## src/rtl/jdc_pkg.sv

```systemverilog
package jdc_pkg;

	localparam int NumStages = 7;

	localparam logic [22:0] SwitchReset = 23'd2299160;
	localparam logic [16:0] SecMax      = 17'd86399;

	// A = floor((4I - 7468865) / 146097), biased by 52 periods to stay positive
	localparam logic [25:0] AOffset = 26'd128179;
	localparam logic signed [9:0] ABias = 10'sd52;
	localparam int ShiftA = 44;
	localparam logic [26:0] RecipA =
		27'(((64'd1 << ShiftA) + 64'd146096) / 64'd146097);

	localparam logic [23:0] CBias = 24'd1524;

	// D = floor((20C - 2442) / 7305)
	localparam logic [27:0] DOffset = 28'd2442;
	localparam int ShiftD = 41;
	localparam logic [28:0] RecipD =
		29'(((64'd1 << ShiftD) + 64'd7304) / 64'd7305);

	localparam logic signed [15:0] YearEarly = 16'sd4715;
	localparam logic signed [15:0] YearLate  = 16'sd4716;

	// year shifted by a multiple of 400 so the century test sees a positive value
	localparam logic signed [15:0] YearBias = 16'sd4800;
	localparam int ShiftCent = 19;
	localparam logic [12:0] RecipCent =
		13'(((64'd1 << ShiftCent) + 64'd99) / 64'd100);

	localparam int ShiftHour = 27;
	localparam logic [15:0] RecipHour =
		16'(((64'd1 << ShiftHour) + 64'd3599) / 64'd3600);

	localparam int ShiftMin = 20;
	localparam logic [14:0] RecipMin =
		15'(((64'd1 << ShiftMin) + 64'd59) / 64'd60);

	typedef struct packed {
		logic [NumStages-1:0] ld;
	} pipe_ctl_t;

	// floor(30.6001 * g)
	function automatic logic [8:0] month_span(input logic [3:0] g);
		logic [8:0] h;
		unique case (g)
			4'd1:    h = 9'd30;
			4'd2:    h = 9'd61;
			4'd3:    h = 9'd91;
			4'd4:    h = 9'd122;
			4'd5:    h = 9'd153;
			4'd6:    h = 9'd183;
			4'd7:    h = 9'd214;
			4'd8:    h = 9'd244;
			4'd9:    h = 9'd275;
			4'd10:   h = 9'd306;
			4'd11:   h = 9'd336;
			4'd12:   h = 9'd367;
			4'd13:   h = 9'd397;
			4'd14:   h = 9'd428;
			4'd15:   h = 9'd459;
			default: h = 9'd0;
		endcase
		return h;
	endfunction

	function automatic logic [8:0] days_before(input logic [3:0] mon);
		logic [8:0] n;
		unique case (mon)
			4'd1:    n = 9'd0;
			4'd2:    n = 9'd31;
			4'd3:    n = 9'd59;
			4'd4:    n = 9'd90;
			4'd5:    n = 9'd120;
			4'd6:    n = 9'd151;
			4'd7:    n = 9'd181;
			4'd8:    n = 9'd212;
			4'd9:    n = 9'd243;
			4'd10:   n = 9'd273;
			4'd11:   n = 9'd304;
			4'd12:   n = 9'd334;
			default: n = 9'd0;
		endcase
		return n;
	endfunction

endpackage

```

## src/rtl/jdc_pipe_ctrl.sv

```systemverilog
module jdc_pipe_ctrl import jdc_pkg::*; (
	input  logic      clk,
	input  logic      arst_n,
	input  logic      in_valid,
	output logic      in_ready,
	output logic      out_valid,
	input  logic      out_ready,
	output pipe_ctl_t ctl
);

	logic [NumStages-1:0] vld_q;
	logic [NumStages-1:0] ld;

	// a stage loads when empty or when its beat moves on
	always_comb begin
		ld[NumStages-1] = !vld_q[NumStages-1] || out_ready;
		for (int k = NumStages - 2; k >= 0; k--) begin
			ld[k] = !vld_q[k] || ld[k+1];
		end
	end

	always_ff @(posedge clk or negedge arst_n) begin
		if (!arst_n) begin
			vld_q <= '0;
		end else begin
			if (ld[0]) begin
				vld_q[0] <= in_valid;
			end
			for (int k = 1; k < NumStages; k++) begin
				if (ld[k]) begin
					vld_q[k] <= vld_q[k-1];
				end
			end
		end
	end

	assign in_ready  = ld[0];
	assign out_valid = vld_q[NumStages-1];
	assign ctl.ld    = ld;

endmodule

```

## src/rtl/jdc_date_path.sv

```systemverilog
module jdc_date_path import jdc_pkg::*; (
	input  logic               clk,
	input  pipe_ctl_t          ctl,
	input  logic [22:0]        day_number,
	input  logic [22:0]        switch_day,
	output logic signed [14:0] year,
	output logic [3:0]         month,
	output logic [4:0]         day_of_month,
	output logic [8:0]         day_of_year
);

	// stage 1: century correction quotient
	logic [25:0] na;
	logic [52:0] pa;
	logic [22:0] day_s1;
	logic        greg_s1;
	logic [7:0]  qa_s1;

	assign na = {day_number, 2'b00} + AOffset;
	assign pa = 53'(na) * 53'(RecipA);

	always_ff @(posedge clk) begin
		if (ctl.ld[0]) begin
			day_s1  <= day_number;
			greg_s1 <= day_number > switch_day;
			qa_s1   <= pa[ShiftA +: 8];
		end
	end

	// stage 2: C and the numerator of D
	logic signed [9:0] a;
	logic signed [9:0] badj;
	logic [23:0]       c;
	logic [27:0]       nd;
	logic [23:0]       c_s2;
	logic [27:0]       nd_s2;
	logic              greg_s2;

	always_comb begin
		a    = $signed({2'b00, qa_s1}) - ABias;
		badj = 10'sd1 + a - (a >>> 2);
		c    = 24'(day_s1) + CBias + (greg_s1 ? 24'(badj) : 24'd0);
		nd   = ({c, 4'b0000} + {2'b00, c, 2'b00}) - DOffset;
	end

	always_ff @(posedge clk) begin
		if (ctl.ld[1]) begin
			c_s2    <= c;
			nd_s2   <= nd;
			greg_s2 <= greg_s1;
		end
	end

	// stage 3: D
	logic [56:0] pd;
	logic [14:0] d_s3;
	logic [23:0] c_s3;
	logic        greg_s3;

	assign pd = 57'(nd_s2) * 57'(RecipD);

	always_ff @(posedge clk) begin
		if (ctl.ld[2]) begin
			d_s3    <= pd[ShiftD +: 15];
			c_s3    <= c_s2;
			greg_s3 <= greg_s2;
		end
	end

	// stage 4: days left in the year window, C - E
	logic [25:0] e26;
	logic [23:0] cx;
	logic [8:0]  x_s4;
	logic [14:0] d_s4;
	logic        greg_s4;

	always_comb begin
		e26 = 26'(d_s3) * 26'd1461;
		cx  = c_s3 - e26[25:2];
	end

	always_ff @(posedge clk) begin
		if (ctl.ld[3]) begin
			x_s4    <= cx[8:0];
			d_s4    <= d_s3;
			greg_s4 <= greg_s3;
		end
	end

	// stage 5: month index G by threshold compare, then month, day and year
	logic [22:0]        xs;
	logic [3:0]         g;
	logic [3:0]         mon;
	logic signed [15:0] yr;
	logic [3:0]         month_s5;
	logic [4:0]         mday_s5;
	logic signed [15:0] year_s5;
	logic               greg_s5;

	always_comb begin
		xs = 23'(x_s4) * 23'd10000;
		g  = 4'd0;
		for (int k = 1; k <= 15; k++) begin
			if (xs >= 23'(k * 306001)) begin
				g = 4'(k);
			end
		end
		mon = (g <= 4'd13) ? g - 4'd1 : g - 4'd13;
		yr  = $signed({1'b0, d_s4}) - ((mon <= 4'd2) ? YearEarly : YearLate);
	end

	always_ff @(posedge clk) begin
		if (ctl.ld[4]) begin
			month_s5 <= mon;
			mday_s5  <= 5'(x_s4 - month_span(g));
			year_s5  <= yr;
			greg_s5  <= greg_s4;
		end
	end

	// stage 6: year / 100 on the biased year
	logic [14:0]        yp;
	logic [27:0]        pc;
	logic [14:0]        yp_s6;
	logic [7:0]         q_s6;
	logic [3:0]         month_s6;
	logic [4:0]         mday_s6;
	logic signed [15:0] year_s6;
	logic               greg_s6;

	always_comb begin
		yp = 15'(year_s5 + YearBias);
		pc = 28'(yp) * 28'(RecipCent);
	end

	always_ff @(posedge clk) begin
		if (ctl.ld[5]) begin
			yp_s6    <= yp;
			q_s6     <= pc[ShiftCent +: 8];
			month_s6 <= month_s5;
			mday_s6  <= mday_s5;
			year_s6  <= year_s5;
			greg_s6  <= greg_s5;
		end
	end

	// stage 7: leap test and day of year
	logic [14:0] r100;
	logic        leap;
	logic [8:0]  doy;
	logic signed [14:0] year_s7;
	logic [3:0]  month_s7;
	logic [4:0]  mday_s7;
	logic [8:0]  doy_s7;

	always_comb begin
		r100 = yp_s6 - 15'(15'(q_s6) * 15'd100);
		// julian rule is divisible by four; gregorian drops centuries not divisible by 400
		leap = (yp_s6[1:0] == 2'b00) &&
			(!greg_s6 || (r100 != 15'd0) || (q_s6[1:0] == 2'b00));
		doy  = 9'(mday_s6) + days_before(month_s6) +
			9'(leap && (month_s6 > 4'd2));
	end

	always_ff @(posedge clk) begin
		if (ctl.ld[6]) begin
			year_s7  <= year_s6[14:0];
			month_s7 <= month_s6;
			mday_s7  <= mday_s6;
			doy_s7   <= doy;
		end
	end

	assign year         = year_s7;
	assign month        = month_s7;
	assign day_of_month = mday_s7;
	assign day_of_year  = doy_s7;

endmodule

```

## src/rtl/jdc_time_path.sv

```systemverilog
module jdc_time_path import jdc_pkg::*; (
	input  logic        clk,
	input  pipe_ctl_t   ctl,
	input  logic [22:0] day_number,
	input  logic [16:0] seconds_of_day,
	output logic [2:0]  weekday,
	output logic [4:0]  hour,
	output logic [5:0]  minute,
	output logic [5:0]  second
);

	// stage 1: saturate seconds, octal digit sum of day + 1 (8 is 1 mod 7)
	logic [23:0] w;
	logic [5:0]  wsum;
	logic [16:0] sec_s1;
	logic [5:0]  wsum_s1;

	always_comb begin
		w    = 24'(day_number) + 24'd1;
		wsum = '0;
		for (int i = 0; i < 8; i++) begin
			wsum = wsum + 6'(w[3*i +: 3]);
		end
	end

	always_ff @(posedge clk) begin
		if (ctl.ld[0]) begin
			sec_s1  <= (seconds_of_day > SecMax) ? SecMax : seconds_of_day;
			wsum_s1 <= wsum;
		end
	end

	// stage 2: hour, weekday fold
	logic [32:0] ph;
	logic [3:0]  f1;
	logic [3:0]  f2;
	logic [16:0] sec_s2;
	logic [4:0]  hour_s2;
	logic [2:0]  wday_s2;

	always_comb begin
		ph = 33'(sec_s1) * 33'(RecipHour);
		f1 = 4'(wsum_s1[5:3]) + 4'(wsum_s1[2:0]);
		f2 = 4'(f1[3]) + 4'(f1[2:0]);
	end

	always_ff @(posedge clk) begin
		if (ctl.ld[1]) begin
			sec_s2  <= sec_s1;
			hour_s2 <= ph[ShiftHour +: 5];
			wday_s2 <= (f2[2:0] == 3'd7) ? 3'd0 : f2[2:0];
		end
	end

	// stage 3: seconds within the hour
	logic [16:0] rh;
	logic [11:0] rem_s3;
	logic [4:0]  hour_s3;
	logic [2:0]  wday_s3;

	assign rh = sec_s2 - 17'(17'(hour_s2) * 17'd3600);

	always_ff @(posedge clk) begin
		if (ctl.ld[2]) begin
			rem_s3  <= rh[11:0];
			hour_s3 <= hour_s2;
			wday_s3 <= wday_s2;
		end
	end

	// stage 4: minute
	logic [26:0] pm;
	logic [11:0] rem_s4;
	logic [5:0]  min_s4;
	logic [4:0]  hour_s4;
	logic [2:0]  wday_s4;

	assign pm = 27'(rem_s3) * 27'(RecipMin);

	always_ff @(posedge clk) begin
		if (ctl.ld[3]) begin
			rem_s4  <= rem_s3;
			min_s4  <= pm[ShiftMin +: 6];
			hour_s4 <= hour_s3;
			wday_s4 <= wday_s3;
		end
	end

	// stage 5: second
	logic [11:0] rs;
	logic [5:0]  sec_s5;
	logic [5:0]  min_s5;
	logic [4:0]  hour_s5;
	logic [2:0]  wday_s5;

	assign rs = rem_s4 - 12'(12'(min_s4) * 12'd60);

	always_ff @(posedge clk) begin
		if (ctl.ld[4]) begin
			sec_s5  <= rs[5:0];
			min_s5  <= min_s4;
			hour_s5 <= hour_s4;
			wday_s5 <= wday_s4;
		end
	end

	// stages 6 and 7 only keep step with the date path
	logic [5:0] sec_s6;
	logic [5:0] min_s6;
	logic [4:0] hour_s6;
	logic [2:0] wday_s6;
	logic [5:0] sec_s7;
	logic [5:0] min_s7;
	logic [4:0] hour_s7;
	logic [2:0] wday_s7;

	always_ff @(posedge clk) begin
		if (ctl.ld[5]) begin
			sec_s6  <= sec_s5;
			min_s6  <= min_s5;
			hour_s6 <= hour_s5;
			wday_s6 <= wday_s5;
		end
		if (ctl.ld[6]) begin
			sec_s7  <= sec_s6;
			min_s7  <= min_s6;
			hour_s7 <= hour_s6;
			wday_s7 <= wday_s6;
		end
	end

	assign weekday = wday_s7;
	assign hour    = hour_s7;
	assign minute  = min_s7;
	assign second  = sec_s7;

endmodule

```

## src/rtl/julian_day_to_calendar_date.sv

```systemverilog
// channel | handshake               | payload
// in      | in_valid / in_ready     | day_number, seconds_of_day
// out     | out_valid / out_ready   | year, month, day_of_month, day_of_year,
//         |                         | weekday, hour, minute, second
// cfg     | cfg_wr_en               | cfg_wr_data (last julian day number)
//
// one beat per cycle in and out while the output is not stalled
// the pipeline is seven register stages, each holding at most one constant multiply
// reset empties the pipeline and sets the switch day to 2299160
// a stall holds the output beat; empty stages behind it still fill,
// so in_ready falls only when all seven stages hold a beat
module julian_day_to_calendar_date import jdc_pkg::*; (
	input  logic               clk,
	input  logic               arst_n,
	input  logic               in_valid,
	output logic               in_ready,
	input  logic [22:0]        day_number,
	input  logic [16:0]        seconds_of_day,
	output logic               out_valid,
	input  logic               out_ready,
	output logic signed [14:0] year,
	output logic [3:0]         month,
	output logic [4:0]         day_of_month,
	output logic [8:0]         day_of_year,
	output logic [2:0]         weekday,
	output logic [4:0]         hour,
	output logic [5:0]         minute,
	output logic [5:0]         second,
	input  logic               cfg_wr_en,
	input  logic [22:0]        cfg_wr_data
);

	logic [22:0] switch_q;
	pipe_ctl_t   ctl;

	always_ff @(posedge clk or negedge arst_n) begin
		if (!arst_n) begin
			switch_q <= SwitchReset;
		end else if (cfg_wr_en) begin
			switch_q <= cfg_wr_data;
		end
	end

	jdc_pipe_ctrl u_ctrl (
		.clk       (clk),
		.arst_n    (arst_n),
		.in_valid  (in_valid),
		.in_ready  (in_ready),
		.out_valid (out_valid),
		.out_ready (out_ready),
		.ctl       (ctl)
	);

	jdc_date_path u_date (
		.clk          (clk),
		.ctl          (ctl),
		.day_number   (day_number),
		.switch_day   (switch_q),
		.year         (year),
		.month        (month),
		.day_of_month (day_of_month),
		.day_of_year  (day_of_year)
	);

	jdc_time_path u_time (
		.clk            (clk),
		.ctl            (ctl),
		.day_number     (day_number),
		.seconds_of_day (seconds_of_day),
		.weekday        (weekday),
		.hour           (hour),
		.minute         (minute),
		.second         (second)
	);

endmodule

```

## config.mk

```make
export PLATFORM = sky130hd
export DESIGN_NAME = julian_day_to_calendar_date
export DESIGN_NICKNAME = d
export VERILOG_FILES = /design/src/rtl/jdc_pkg.sv /design/src/rtl/jdc_pipe_ctrl.sv /design/src/rtl/jdc_date_path.sv /design/src/rtl/jdc_time_path.sv /design/src/rtl/julian_day_to_calendar_date.sv
export SDC_FILE = /design/constraint.sdc
export NUM_CORES = 2
export LEC_CHECK = 0
export BUFFER_PORTS_ARGS = -buffer_cell sky130_fd_sc_hd__buf_4
export CAP_MARGIN = 20
export CORE_UTILIZATION = 55
export CTS_CLUSTER_SIZE = 30
export DETAILED_ROUTE_END_ITERATION = 8
export GPL_ROUTABILITY_DRIVEN = 0
export PLACE_DENSITY = 0.71
export SLEW_MARGIN = 20
export SYNTH_ARGS = -nofsm -noshare
export SYNTH_HDL_FRONTEND = slang
export SYNTH_SLANG_ARGS = --single-unit
```

## constraint.sdc

```tcl
create_clock -name clk -period 16.8 [get_ports clk]
set_input_delay 0.84 -clock clk [delete_from_list [all_inputs] [get_ports clk]]
set_output_delay 0.84 -clock clk [all_outputs]
set_load 0.05 [all_outputs]
```

# After elaboration in Yosys (flattened, before gate mapping)
# Memory sizes are Yosys's and may differ from the RTL's. A register that Yosys moved wholly into a read port is not among the register bits.
# Index checks and enable logic that the tools add are counted.
# op_classes
add_sub_neg	29
mul	10
magnitude_cmp	20
n_eq_ne	1
mux	20
n_reduce_logical	22
# op_table
operator	n
$ge 23x22->1 const B	7
$ge 23x21->1 const B	3
$mul 28x28->55 const B	1
$mul 26x24->49 const B	1
$ge 23x20->1 const B	2
$ge 23x23->1 const B	2
$mux 4	10
$add 6x3->6	6
$mul 17x16->32 const B	1
$add 28x26->28	1
$sub 28x12->28 const B	1
$mul 15x13->27 const B	1
$add 25x17->26 const B	1
$mul 12x15->26 const B	1
$add 23x1->24 const B	1
$add 23x11->24 const B	1
$add 24x24->24	1
$mux 24	1
$ge 23x19->1 const B	1
$gt 23x23->1	1
$mul 9x10->19 const B	1
$gt 17x17->1 const B	1
$add 15x14->15 const B	1
$mul 15x11->11 const B	1
other kinds (31)	54
# totals
ff_bits	399
mem_bits_ro	288
input_bits	68
out_inout_bits	55
memories	2
# memory_table
name	words	word_bits	rd	rd_clocked_by_memory_dff	write_ports	line_no	rtl
(name not given)	16	9	1	0	0	jdc_pkg.sv:47	unique case (g)
(name not given)	16	9	1	1	0	jdc_pkg.sv:70	unique case (mon)

# Longest topological paths before layout
# depth
word_depth	22
ltp_mapped	39

# Hierarchy
# From an unflattened synthesis, not the netlist that was laid out.
# unflattened
cells_unflattened	5014
hier_area_um2	55503.2
# modules_own_cells
module	n_inst	cells_each	area_each_um2	seq_area_each_um2
jdc_date_path	1	4028	42897.4	6726.5
jdc_time_path	1	912	11434.7	4294.1
julian_day_to_calendar_date	1	48	867.1	585.6
jdc_pipe_ctrl	1	26	304.0	175.2

# Least setup slack after synthesis
# Ideal clock, no wire load.
# synth_path
kind	input port to flip-flop
from	in day_number[3]
to	reg u_date.qa_s1[2], data pin
arrival_time_ns	8.169
path_slack_ns	8.374
path_stages	28
path_buffers	1
cell_sequence	clkbuf_1 -> o21ai_0 -> nand2b_1 -> a31oi_1 -> nor2b_1 -> nor4_1 -> nor2_1 -> xnor2_1 -> ha_1 -> fa_1 -> ha_1 -> inv_1 -> fa_1 -> fa_1 -> fa_1 -> inv_1 -> fa_1 -> ha_1 -> o211ai_1 -> nor3_1 -> nand4_1 -> o311ai_0 -> o21ai_0 -> a211o_1 -> a21boi_0 -> o21a_1 -> nor2_1 -> xnor2_1
# synth_between
elab_chain_cells	2
# synth_lines
item	line_no	rtl
from (decl)	julian_day_to_calendar_date.sv:17	input logic [22:0] day_number,
$add 25x17->26	jdc_date_path.sv:19	assign na = {day_number, 2'b00} + AOffset;
$mul 26x24->49	jdc_date_path.sv:20	assign pa = 53'(na) * 53'(RecipA);
named net u_date.pa[46]	jdc_date_path.sv:14	logic [52:0] pa;
to (signal assigned)	jdc_date_path.sv:26	qa_s1 <= pa[ShiftA +: 8];
to (decl)	jdc_date_path.sv:17	logic [7:0] qa_s1;
# The timed path passes the listed nets, and every way through them passes these cells.
# A chain may end at the register's enable or synchronous reset.

# Worst setup path after layout
# layout_path
from	reg u_date.x_s4[3]
to	reg u_date.year_s5[14], data pin
# layout_between
elab_chain_cells	22
elab_cells_between_ends	38
# layout_lines
item	line_no	rtl
from (decl)	jdc_date_path.sv:73	logic [8:0] x_s4;
from (signal assigned)	jdc_date_path.sv:84	x_s4 <= cx[8:0];
$mul 9x10->19 (*)	jdc_date_path.sv:101	xs = 23'(x_s4) * 23'd10000;
$ge 23x19->1	jdc_date_path.sv:104	if (xs >= 23'(k * 306001)) begin
$mux 1	jdc_date_path.sv:104	
$mux 2 (2 in series)	jdc_date_path.sv:104	
$mux 3 (4 in series)	jdc_date_path.sv:104	
$mux 4 (7 in series)	jdc_date_path.sv:104	
$mux 4 (*)	jdc_date_path.sv:104	
$sub 4x4->4, or another cell as far along	jdc_date_path.sv:108	mon = (g <= 4'd13) ? g - 4'd1 : g - 4'd13;
$mux 4 (*)	jdc_date_path.sv:108	
named net u_date.mon[0]	jdc_date_path.sv:93	logic [3:0] mon;
$le 4x2->1 (*)	jdc_date_path.sv:109	yr = $signed({1'b0, d_s4}) - ((mon <= 4'd2) ? YearEarly : YearLate);
$mux 3 (*)	jdc_date_path.sv:109	
$sub 15x13->15 (*)	jdc_date_path.sv:109	
named net u_date.yr[14]	jdc_date_path.sv:94	logic signed [15:0] yr;
to (signal assigned)	jdc_date_path.sv:116	year_s5 <= yr;
to (decl)	jdc_date_path.sv:97	logic signed [15:0] year_s5;
# The timed path passes the listed nets; every way through them passes the cells marked *.

==> flow_summary.ini <==
[setup_path]
path_depth = 33
cp_num_buf_inv = 4
rrSetupSlack_ps = 7590
worstPathRequired_ps = 17140
end_kind = flip-flop
cpMostUsedCell = ha_1
worstPathMaxFanout = 15
crit_family = adder cells
reg2reg_depth = 33
max_stage_delay_ps = 730
worstPathArrival_ps = 9550
critPathSlowestCell = edfxtp_1
start_kind = flip-flop
setup.worst_path.class = flip-flop to flip-flop

[synth]
ys.warnings.count = 0
synth_seq_cells = 400
synth_edf_count = 361
netlist_instances = 4934
synthFlopType = edfxtp_1
ys_async_sr_fraction_pct = 7.500
synth_nets = 6884
syn-cell-area_um2 = 54740
synth-seq-area-share_pct = 21.52
ys_types = 113
avgSynthCellArea_um2 = 11.10

[global_route]
grt_max_degree = 58
grt-ovfl-total = 0
first_global_vias = 36638
antenna_found_initial = 3
grtUsageTotal_pct = 24.27
grt_pass1_wl_um = 193300

[detailed_routing]
dr.first_iter.drc_count = 1884
postRouteAntennaNets = 0
wirelength_um = 117000
wl_per_cell_um = 18.27
dr.pass1.iters = 6
vias = 34261
routed_via_density = 5.350
drc_errors = 0

[place]
placed_cell_area_um2 = 57170
place_hpwl_um = 101000
portBuffers = 122

[sta]
setup_viol = 0
rsz0062_at_grt = no
max_clock_freq_mhz = 108.6
finalSetupTns_ps = 0
maxSlewHeadroom_pct = 26.42
hold_violations = 0
tightest_slew_ps = 1100
finalClockSkew_ps = 18.71
finalMaxSlewViolations = 0
timing.final.crit_period_ps = 9209
period_share_pct = 54.81

[clock_network]
htree_num_levels = 2
cts_root_buf = clkbuf_16
cts_setup_buffers = 0
clock_latency_ps = 600
hold_buffers = 0
cts.clk_slew.worst_paths_ps = 60
clock_path_buffers = 3
cts_sinks = 400
cts_buffers = 44
cts_tree = built
cts_resized = 0

[floorplan]
die_area_um2 = 100800
num_rows = 115
core_area_um2 = 98560
ios = 123
die_w_um = 317.5
die_h_um = 317.5
initial_core_util_pct = 55.54

[finish]
finalInstanceArea_um2 = 58750
nNetsFinal = 7029
drive_gt1_share_pct = 5.728
syn2layout_area_growth_pct = 7.311

[status]
status = complete, no violations

[hold_path]
min_path_type = input port to asynchronous set/reset pin

[job]
cap_violations = 0
Yosys cell counts (29+ instances only):
| library cell | instances | share of area (%) |
|---|---|---|
| a21o_1 | 94 | 1.3 |
| a21oi_1 | 153 | 1.4 |
| edfxtp_1 | 361 | 20 |
| fa_1 | 749 | 27 |
| ha_1 | 1133 | 26 |
| inv_1 | 1264 | 8.7 |
| nand2_1 | 132 | 0.91 |
| nand2b_1 | 40 | 0.46 |
| nand3_1 | 38 | 0.35 |
| nand4_1 | 31 | 0.35 |
| nor2_1 | 131 | 0.90 |
| nor3_1 | 29 | 0.27 |
| o21ai_0 | 108 | 0.99 |
| xnor2_1 | 157 | 2.5 |
| xor2_1 | 91 | 1.5 |
per-layer routing:
| layer | track usage, % | vias up | share of wire [%] |
|---|---|---|---|
| li1 | - | 16383 | - |
| met1 | 32.76 | 16836 | 44 |
| met2 | 40.33 | 850 | 47 |
| met3 | 4.452 | 192 | 6.0 |
| met4 | 6.289 | 0 | 2.6 |
| met5 | 0 | - | 0 |
metrics by stage:
stage	utilization, %	std cells	setup WS, ps	hold WS (ps)
finish	59.60	6404	7591	199.4
global route	59.60	6404	6884	205.4
CTS	59.58	6402	7614	180.0
detailed placement	58.01	6320	7114	404.5
global placement	58.01	6320	7310	401.8
floorplan	-	4934	8374	400.3
worst register-to-register path: cells and delay by family, from the launching register on:
kind	cells	cell delay [ps]
AND/OR/NAND/NOR	6	1600
XOR/XNOR	1	80
AO/OA/AOI/OAI	12	2860
buffers and inverters	4	270
multiplexers	1	120
adder cells (fa/ha/maj)	9	3290
flip-flops	1	730
final timing paths:
kind                                        from                  to
worst max-delay path              u_date.x_s4[3]  u_date.year_s5[14]
worst min-delay path                      arst_n         switch_q[0]
worst max register to register    u_date.x_s4[3]  u_date.year_s5[14]
worst min register to register  u_time.min_s5[0]    u_time.min_s6[0]
max in group asynchronous                 arst_n        switch_q[16]
min in group clk                u_time.min_s5[0]    u_time.min_s6[0]
cells by family after synthesis:
| kind of cell | share of synthesized area (%) |
|---|---|
| mux | 0.2651 |
| flops | 21.52 |
| fa+ha+maj | 53.29 |
| xor+xnor | 4.071 |
| compound gates | 7.010 |
| buf+inv | 9.046 |
| simple gates | 4.802 |
state kept, by name (all words and copies together) (netlist names), 7 cells and up, named ones only:
| register | cells |
|---|---|
| switch_q | 23 |
| u_date.nd_s2 | 26 |
| u_date.q_s6 | 8 |
| u_date.year_s6 | 15 |
| u_date.d_s3 | 15 |
| u_date.year_s5 | 15 |
| u_time.sec_s1 | 17 |
| u_date.day_s1 | 23 |
| u_date.day_of_year | 9 |
| u_date.year | 15 |
| u_date.yp_s6 | 9 |
| u_date.d_s4 | 15 |
| u_ctrl.vld_q | 7 |
| u_time.rem_s3 | 12 |
| u_date.c_s2 | 9 |
| u_time.sec_s2 | 12 |
| u_date.qa_s1 | 8 |
| u_date.c_s3 | 9 |
| u_date.x_s4 | 9 |
cells in the final DEF, fill, tap and decap left out, types with 22 or more instances in the layout:
master,synthesis,layout
nand3_1,38,37
edfxtp_1,361,361
nor2_1,131,131
nand2b_1,40,39
xor2_1,91,91
clkbuf_16,0,45
a21o_1,94,94
xnor2_1,157,156
o21ai_0,108,108
ha_1,1133,1133
nand4_1,31,31
dfrtp_1,22,22
nor2b_1,22,22
a21oi_1,153,153
inv_1,1264,1263
fa_1,749,749
nand2_1,132,130
buf_4,1,134
nor3_1,29,29
o21a_1,26,26
layout make-up:
type	count	area (µm²)
clock inverters	28	366.6
fillers	8051	39820
inverters	1266	4752
multi-input cells	3233	38040
repair buffers	134	1006
clock buffers	54	1190
well taps	1287	1610
diodes	2	5.005
flip-flops and latches	400	11780
Power is not shown: default switching activity piles up to over one toggle a cycle in this logic, so the estimate is an artifact.
